## config.mk

```make
export PLATFORM = sky130hd
export DESIGN_NAME = button_press_classifier
export DESIGN_NICKNAME = d
export VERILOG_FILES = /design/src/rtl/core/bpc_pkg.sv /design/src/rtl/core/bpc_cfg_regs.sv /design/src/rtl/core/bpc_classify.sv /design/src/rtl/core/button_press_classifier.sv
export SDC_FILE = /design/constraint.sdc
export NUM_CORES = 1
export LEC_CHECK = 0
export ABC_AREA = 1
export BUFFER_PORTS_ARGS = -buffer_cell sky130_fd_sc_hd__clkbuf_2
export CAP_MARGIN = 30
export CORE_ASPECT_RATIO = 1.25
export CORE_MARGIN = 2
export CORE_UTILIZATION = 32
export CTS_CLUSTER_SIZE = 14
export DETAILED_ROUTE_END_ITERATION = 12
export SYNTH_ARGS = -nofsm -noshare
export SYNTH_HDL_FRONTEND = slang
export SYNTH_HIERARCHICAL = 1
export SYNTH_SLANG_ARGS = --single-unit
export TNS_END_PERCENT = 1
```

## constraint.sdc

```tcl
create_clock -name clk -period 3.5 [get_ports clk]
set_input_delay 0.35 -clock clk [delete_from_list [all_inputs] [get_ports clk]]
set_output_delay 0.35 -clock clk [all_outputs]
set_load 0.05 [all_outputs]
```

## src/rtl/core/bpc_pkg.sv

```systemverilog
// shared types and constants for the button press classifier
package bpc_pkg;

  // timestamp and register widths
  localparam int unsigned TimeW = 32;
  localparam int unsigned CfgW  = 16;
  localparam int unsigned IdxW  = 2;

  // register reset values
  localparam logic [CfgW-1:0] DebounceRst  = 16'd50;
  localparam logic [CfgW-1:0] LongPressRst = 16'd500;
  localparam logic [CfgW-1:0] RepeatRst    = 16'd200;

  // register indexes
  localparam logic [IdxW-1:0] RegDebounce  = 2'd0;
  localparam logic [IdxW-1:0] RegLongPress = 2'd1;
  localparam logic [IdxW-1:0] RegRepeat    = 2'd2;

  // result codes
  typedef enum logic [1:0] {
    EV_NONE  = 2'd0,
    EV_SHORT = 2'd1,
    EV_LONG  = 2'd2
  } press_event_t;

  // configuration seen by the classifier
  typedef struct packed {
    logic [CfgW-1:0] debounce_ms;
    logic [CfgW-1:0] long_press_ms;
    logic [CfgW-1:0] repeat_ms;
  } cfg_t;

  // status from the classifier
  typedef struct packed {
    logic long_fired;
    logic stable_level;
  } status_t;

endpackage

```

## src/rtl/core/bpc_cfg_regs.sv

```systemverilog
// configuration register file for the button press classifier
module bpc_cfg_regs import bpc_pkg::*; (
  input  logic            clk,
  input  logic            rst,
  input  logic            cfg_valid,
  input  logic [IdxW-1:0] cfg_index,
  input  logic [CfgW-1:0] cfg_data,
  output logic            cfg_ready,
  output cfg_t            cfg
);

  // writes are always taken
  assign cfg_ready = 1'b1;

  // register writes, unknown indexes are dropped
  always_ff @(posedge clk) begin
    if (rst) begin
      cfg.debounce_ms   <= DebounceRst;
      cfg.long_press_ms <= LongPressRst;
      cfg.repeat_ms     <= RepeatRst;
    end else if (cfg_valid && cfg_ready) begin
      case (cfg_index)
        RegDebounce:  cfg.debounce_ms   <= cfg_data;
        RegLongPress: cfg.long_press_ms <= cfg_data;
        RegRepeat:    cfg.repeat_ms     <= cfg_data;
        default: ;
      endcase
    end
  end

endmodule

```

## src/rtl/core/bpc_classify.sv

```systemverilog
// debounce state and press classification for one sample
module bpc_classify import bpc_pkg::*; (
  input  logic             clk,
  input  logic             rst,
  input  logic             en,
  input  logic             level,
  input  logic [TimeW-1:0] now,
  input  cfg_t             cfg,
  output press_event_t     ev,
  output status_t          status
);

  logic             stable_level;
  logic [TimeW-1:0] last_change_time;
  logic [TimeW-1:0] press_start_time;
  logic [TimeW-1:0] last_repeat_time;
  logic             long_fired;

  logic             stable_level_next;
  logic [TimeW-1:0] last_change_time_next;
  logic [TimeW-1:0] press_start_time_next;
  logic [TimeW-1:0] last_repeat_time_next;
  logic             long_fired_next;

  logic [TimeW-1:0] since_change;
  logic [TimeW-1:0] held;
  logic [TimeW-1:0] since_repeat;
  logic             change_ok;
  logic             long_due;

  // wrapping time differences
  assign since_change = now - last_change_time;
  assign held         = now - press_start_time;
  assign since_repeat = now - last_repeat_time;

  assign change_ok = (level != stable_level) &&
                     (since_change > {{(TimeW-CfgW){1'b0}}, cfg.debounce_ms});
  // an accepted press restarts the hold time at zero, so only a held low counts
  assign long_due  = !level && !change_ok &&
                     (held > {{(TimeW-CfgW){1'b0}}, cfg.long_press_ms});

  // next state and event
  always_comb begin
    stable_level_next     = stable_level;
    last_change_time_next = last_change_time;
    press_start_time_next = press_start_time;
    last_repeat_time_next = last_repeat_time;
    long_fired_next       = long_fired;
    ev                    = EV_NONE;
    if (change_ok) begin
      stable_level_next     = level;
      last_change_time_next = now;
      long_fired_next       = 1'b0;
      if (!level) begin
        press_start_time_next = now;
      end else if (!long_fired &&
                   (held < {{(TimeW-CfgW){1'b0}}, cfg.long_press_ms})) begin
        ev = EV_SHORT;
      end
    end
    if (long_due) begin
      if (!long_fired) begin
        long_fired_next       = 1'b1;
        last_repeat_time_next = now;
        ev                    = EV_LONG;
      end else if (since_repeat > {{(TimeW-CfgW){1'b0}}, cfg.repeat_ms}) begin
        last_repeat_time_next = now;
        ev                    = EV_LONG;
      end
    end
  end

  // state registers
  always_ff @(posedge clk) begin
    if (rst) begin
      stable_level     <= 1'b1;
      last_change_time <= '0;
      press_start_time <= '0;
      last_repeat_time <= '0;
      long_fired       <= 1'b0;
    end else if (en) begin
      stable_level     <= stable_level_next;
      last_change_time <= last_change_time_next;
      press_start_time <= press_start_time_next;
      last_repeat_time <= last_repeat_time_next;
      long_fired       <= long_fired_next;
    end
  end

  assign status.long_fired   = long_fired;
  assign status.stable_level = stable_level;

endmodule

```

## src/rtl/core/button_press_classifier.sv

```systemverilog
// top level of the debounced button press classifier
//
//  channel | direction | handshake           | word
//  in      | to block  | in_valid, in_stall  | button_level, now_ms
//  out     | from block| out_valid, out_stall| press_event
//  cfg     | to block  | cfg_valid, cfg_ready| cfg_index, cfg_data
//
// one sample per clock unless a stalled output fills both stages; an accepted sample passes
// through the input register, then classifier logic into the result register
// rst is synchronous: registers return to 50/500/200 ms, state to released
// a stalled output holds the pipeline; the input stalls only when both stages are full
// configuration writes are taken every cycle
module button_press_classifier import bpc_pkg::*; (
  input  logic             clk,
  input  logic             rst,
  input  logic             in_valid,
  output logic             in_stall,
  input  logic             button_level,
  input  logic [TimeW-1:0] now_ms,
  output logic             out_valid,
  input  logic             out_stall,
  output logic [1:0]       press_event,
  input  logic             cfg_valid,
  output logic             cfg_ready,
  input  logic [IdxW-1:0]  cfg_index,
  input  logic [CfgW-1:0]  cfg_data
);

  cfg_t             cfg;
  status_t          status;
  press_event_t     ev;
  logic             s1_valid;
  logic             s1_level;
  logic [TimeW-1:0] s1_now;
  logic             advance;

  bpc_cfg_regs u_cfg (
    .clk       (clk),
    .rst       (rst),
    .cfg_valid (cfg_valid),
    .cfg_index (cfg_index),
    .cfg_data  (cfg_data),
    .cfg_ready (cfg_ready),
    .cfg       (cfg)
  );

  // pipeline moves when the result register is free
  assign advance  = !out_valid || !out_stall;
  assign in_stall = s1_valid && !advance;

  // input register
  always_ff @(posedge clk) begin
    if (rst) begin
      s1_valid <= 1'b0;
    end else if (!in_stall) begin
      s1_valid <= in_valid;
    end
  end

  always_ff @(posedge clk) begin
    if (in_valid && !in_stall) begin
      s1_level <= button_level;
      s1_now   <= now_ms;
    end
  end

  bpc_classify u_classify (
    .clk    (clk),
    .rst    (rst),
    .en     (s1_valid && advance),
    .level  (s1_level),
    .now    (s1_now),
    .cfg    (cfg),
    .ev     (ev),
    .status (status)
  );

  // result register
  always_ff @(posedge clk) begin
    if (rst) begin
      out_valid <= 1'b0;
    end else if (advance) begin
      out_valid <= s1_valid;
    end
  end

  always_ff @(posedge clk) begin
    if (advance && s1_valid) begin
      press_event <= ev;
    end
  end

  // input stalls only with both stages full and the output held
  a_stall_full: assert property (@(posedge clk) disable iff (rst)
    in_stall |-> (s1_valid && out_valid && out_stall))
    else $error("input stalled with room in the pipeline");

  // a sample that leaves the input register lands in the result register
  a_sample_moves: assert property (@(posedge clk) disable iff (rst)
    (s1_valid && advance) |=> out_valid)
    else $error("sample lost between stages");

  // the long flag only rises together with a long press word
  a_long_event: assert property (@(posedge clk) disable iff (rst)
    $rose(status.long_fired) |-> (out_valid && press_event == EV_LONG))
    else $error("long flag set without a long press word");

endmodule
```

# After elaboration in Yosys (flattened, before gate mapping)
# Cells that the tools add are included.
# totals
register_bits	183
inputBits	56
out_inout_bits	5
wordCells	58
# op_classes
n_addsub	3
order_cmp	4
n_eq_ne	4
mux	11
n_bitwise	1
n_reduce_logical	22
# op_table
operator	count
greater-than comparator 32 x 16 -> 1 bit	3
subtractor 32 bit	3
2-to-1 mux 32 bit	2
< comparator 32 x 16 -> 1 bit	1
2-to-1 mux 2 bit	5
AND reduction 2 bit	4
logical AND 1 bit	7
logical NOT 1 bit	7
AND reduction 3 bit	2
2-to-1 mux 1 bit	4
equality test 2 x 1 -> 1 bit, second input constant	1
equality test 2 bit, second input constant	1
logical NOT 2 bit	1
inequality test 2 bit, second input constant	1
logical OR 1 bit	1
inequality test 1 bit	1
inverter 1 bit	1

# Depth between registers and ports, before layout
# logic_depth
ltp_word	9
ltp_mapped	31
depth_no_buf	30

# Hierarchy
# Netlist, hierarchy kept.
# by_module_without_submodules
module	instances	cells_per_inst	area_each_um2	seq_area_each_um2
bpc_classify	1	2309	12545.8	1961.9
bpc_cfg_regs	1	292	1981.9	960.9
button_press_classifier	1	47	1142.3	1091.0

# Worst setup path after synthesis
# No wires, ideal clock.
# synth_path
kind	register to register
from	reg s1_now[6]
to	reg u_classify.last_repeat_time[1]
arrival_ns	3.234
setup_slack_ns	0.153
stages_incl_launch_ff	28
path_buffers	1
synth_period_minus_slack_ns	3.347
path_cell_list	edfxtp_1 ha_1 nand2_1 inv_2 a21oi_1 nand2_2 nand2_1 nand2_2 xor2_1 ha_1 nand2_1 inv_1 nand3_1 nor2_1 nand4_1 nand2_1 nand2_1 nor2_1 nand2_1 nor2_1 nand2_2 nand2_2 nand3_4 nor2_8 buf_6 nand2_1 nand2_1 nor2_1
# synth_between
elab_chain_cells	7
word_cells_on_any_way	12
cone_classes	add/sub (3); order compare (3); eq/ne (1); reduce/logical (5)
# synth_lines
element	line	text
start: declaration	button_press_classifier.sv:34	logic [TimeW-1:0] s1_now;
start signal: assignment	button_press_classifier.sv:63	s1_now <= now_ms;
subtractor 32 bit	bpc_classify.sv:32	assign since_change = now - last_change_time;
greater-than comparator 32 x 16 -> 1 bit	bpc_classify.sv:37	(since_change > {{(TimeW-CfgW){1'b0}}, cfg.debounce_ms});
logical AND 1 bit	bpc_classify.sv:36	assign change_ok = (level != stable_level) &&
logical NOT 1 bit	bpc_classify.sv:39	assign long_due = !level && !change_ok &&
logical AND 1 bit (2 in series)	bpc_classify.sv:39	
AND reduction 3 bit (no line) (*)	-	
end signal: assignment	bpc_classify.sv:85	last_repeat_time <= last_repeat_time_next;
end: declaration	bpc_classify.sv:16	logic [TimeW-1:0] last_repeat_time;
# Mark *: on every way between the ends. The rest lies on a longest branch, timed or not.
# A chain may end at the register's enable or synchronous reset.

# Worst setup path after layout
# layout_path
from	reg s1_now[0]
to	reg u_classify.last_repeat_time[22]
# The elaborated chain is that of the path after synthesis.

==> flow_summary.yaml <==
clock_tree:
  cts.clk_slew.worst_paths_ns: 0.08
  clk_latency_ns: 0.46
  cts_tree: "done"
  cts.sinks: 183
  cts_made_buffers: 17
  root_buffer: "clkbuf_16"
  post_cts_hold_buffer_count: 0
  clockBufferDepth: 2
  htreeDepth: 4
floorplanning:
  die-area_um2: 50720
  fp.coreArea_um2: 48310
  row_count: 90
  die_x_um: 201.8
  num_io_pins: 61
  fp.dieH_um: 251.3
  initial_core_util_pct: 32.41
cells_and_area:
  diodes: 0
  nNetsFinal: 3190
  final.fill_count: 5154
  utilization_pct: 41.91
  area_growth_pct: 29.33
  fin_area_um2: 20250
  drive_above_1_share_pct: 17.75
routing:
  antenna_left: 0
  detail_route.drc_violations: 0
  avgRoutedWirePerCell_um: 14.04
  num_vias: 16649
  wl_mm: 51.19
  via_per_inst: 4.565
  drtIter0Drc: 983
  firstDrtPassIters: 5
global_routing:
  track_usage_pct: 20.08
  antenna_found_initial: 2
  grt_pass1_vias: 15987
  grt_start_max_net_pins: 64
  grt-ovfl-total: 0
  grt_first_pass_wirelength_mm: 79.86
setup_path:
  cp.required_ns: 3.85
  critPathTopFamily: "simple AND/OR/NAND/NOR gates"
  reg2reg_from: "s1_now[0]"
  worstPathMaxFanout: 8
  slowest_stage: "fa_2"
  max_stage_delay_ns: 0.39
  start_kind: "register"
  reg2reg_to: "u_classify/last_repeat_time[22]"
  crit_arrival_ns: 4.15
  crit_type: "reg -> reg"
  r2r_slack_ns: -0.30
  r2r.worst_path.cells: 27
  path_buf_inv: 4
  end_kind: "register"
power_and_ir_drop:
  p_total_mw: 6.993
  ir_worst_vdd_mv: 0.2701
  p_per_area_nw_per_um2: 345.4
  p_leak_nw: 10.97
logic_synthesis:
  yosysWarnings: 6
  syn_area_um2: 15660
  synth_cells: 2646
  synth_fp_nets: 2846
  syn-mean-instance-area_um2: 5.916
hold_path:
  hold_class: "in -> reg"
  worstHoldEndpoint: "s1_now[12]"
  hold_depth: 1
  hold_start: "now_ms[12]"
sta:
  rsz0062_at_grt: "true"
  fin_hold_ws_ns: 0.06610
  fin_crit_ns: 3.803
  final.setup_skew_ns: 0.01800
  setup_viol: 99
  worst_pin_slew_ns: 0.8272
  max-slew-margin-rel_pct: 44.79
  maxSlewViolCount: 0
  fmax_ghz: 0.2629
  period_share_pct: 108.7
  final_hold_viol_count: 0
  setup_ws_ns: -0.3034
placement:
  post-dp-hpwl_mm: 41.12
  postPlaceCellArea_um2: 18670
  place_congestion: 1.003
  post-place-ws_ns: -0.9390
  port_buffers: 59
run:
  maxCapViolCount: 0
run_status:
  status: "finished, violations left"
  violations: "negative setup slack"
[cells in the final DEF, fill, tap and decap left out, types with 8 or more instances in the layout]
cell type / count
inv_2: 21
o21ai_1: 33
buf_4: 286
edfxtp_1: 35
o21ai_0: 40
nand3_1: 108
clkbuf_2: 59
buf_6: 11
nand2_2: 30
nor2_2: 11
a21oi_1: 156
nor3_1: 14
dfxtp_1: 148
nand3_2: 9
and2_1: 11
buf_12: 9
ha_4: 27
nand4_1: 29
a21oi_2: 8
xor2_1: 40
nor2_1: 266
inv_1: 558
nand3b_1: 10
nand2_1: 881
clkbuf_16: 18
ha_1: 111
[stage by stage]
step                TNS (ns)  cells
global placement      -59.63   3586
finish                -20.93   3647
floorplan                  0   2646
global route          -46.25   3647
CTS                   -17.63   3645
detailed placement    -62.56   3586
[power breakdown]
| group | internal [mW] | switching (mW) |
|---|---|---|
| combinational | 1.19 | 1.58 |
| sequential | 2.26 | 0.0704 |
| clock | 0.941 | 0.950 |
[state kept, by name (all words and copies together), names as in the netlist]
register	cells
u_classify/stable_level	1
s1_now	32
u_classify/long_fired	1
u_classify/last_repeat_time	32
u_classify/press_start_time	32
u_cfg/cfg	48
press_event	2
out_valid	1
s1_valid	1
s1_level	1
u_classify/last_change_time	32
[worst max-delay path by stage]
stage	from	end	cells past startpoint
after global routing	s1_now[5]	u_classify/last_repeat_time[16]	27
final	s1_now[0]	u_classify/last_repeat_time[22]	27
after global placement	s1_now[0]	u_classify/last_repeat_time[0]	26
after floorplan	s1_now[6]	u_classify/last_repeat_time[1]	27
after detailed placement	s1_now[0]	u_classify/last_repeat_time[1]	26
after CTS	s1_now[3]	u_classify/last_repeat_time[30]	22
[worst register-to-register path, stage by stage, from the launching register on]
cell,delay [ns]
edfxtp_1,0.36
inv_2,0.07
buf_4,0.14
ha_4,0.17
fa_2,0.39
inv_2,0.10
nand2_1,0.07
nand3_2,0.09
nand2_2,0.08
nand2_2,0.09
xor2_2,0.08
ha_1,0.30
nand4_1,0.14
nor2_2,0.16
nand4_1,0.13
nand2_2,0.12
nand2_1,0.06
nor2_1,0.08
nand2_1,0.07
nor2_2,0.09
nand2_2,0.09
nand2_2,0.11
nand3_4,0.16
nor2_4,0.21
clkbuf_16,0.19
nand2_1,0.05
nand2_1,0.06
nor2_1,0.04
[routing by layer]
metal  up-vias  track usage, %  routed length, µm
met3       135           1.737               1308
met1      7454           21.88              20730
met2       327           37.56              26040
met4         2           12.02               3096
met5         -               0                 13
li1       8731               -                  -
[repair_timing]
action,CTS,global route
cloned,6,1
resized for setup,104,30
pin swaps,21,16
hold endpoints to repair,0,0
setup endpoints to repair,100,100
setup buffers,21,1
[final cells by class]
type	count	area [µm²]	share of cell area (%)
timing repair buffer	369	2854	14.10
tap	644	805.8	3.980
multi-input combinational	1838	9836	48.58
inverter	581	2183	10.78
clock buffer	20	436.7	2.157
clock inverter	12	117.6	0.5809
sequential	183	4014	19.82
Note: power is estimated with default switching activity, not from simulation.
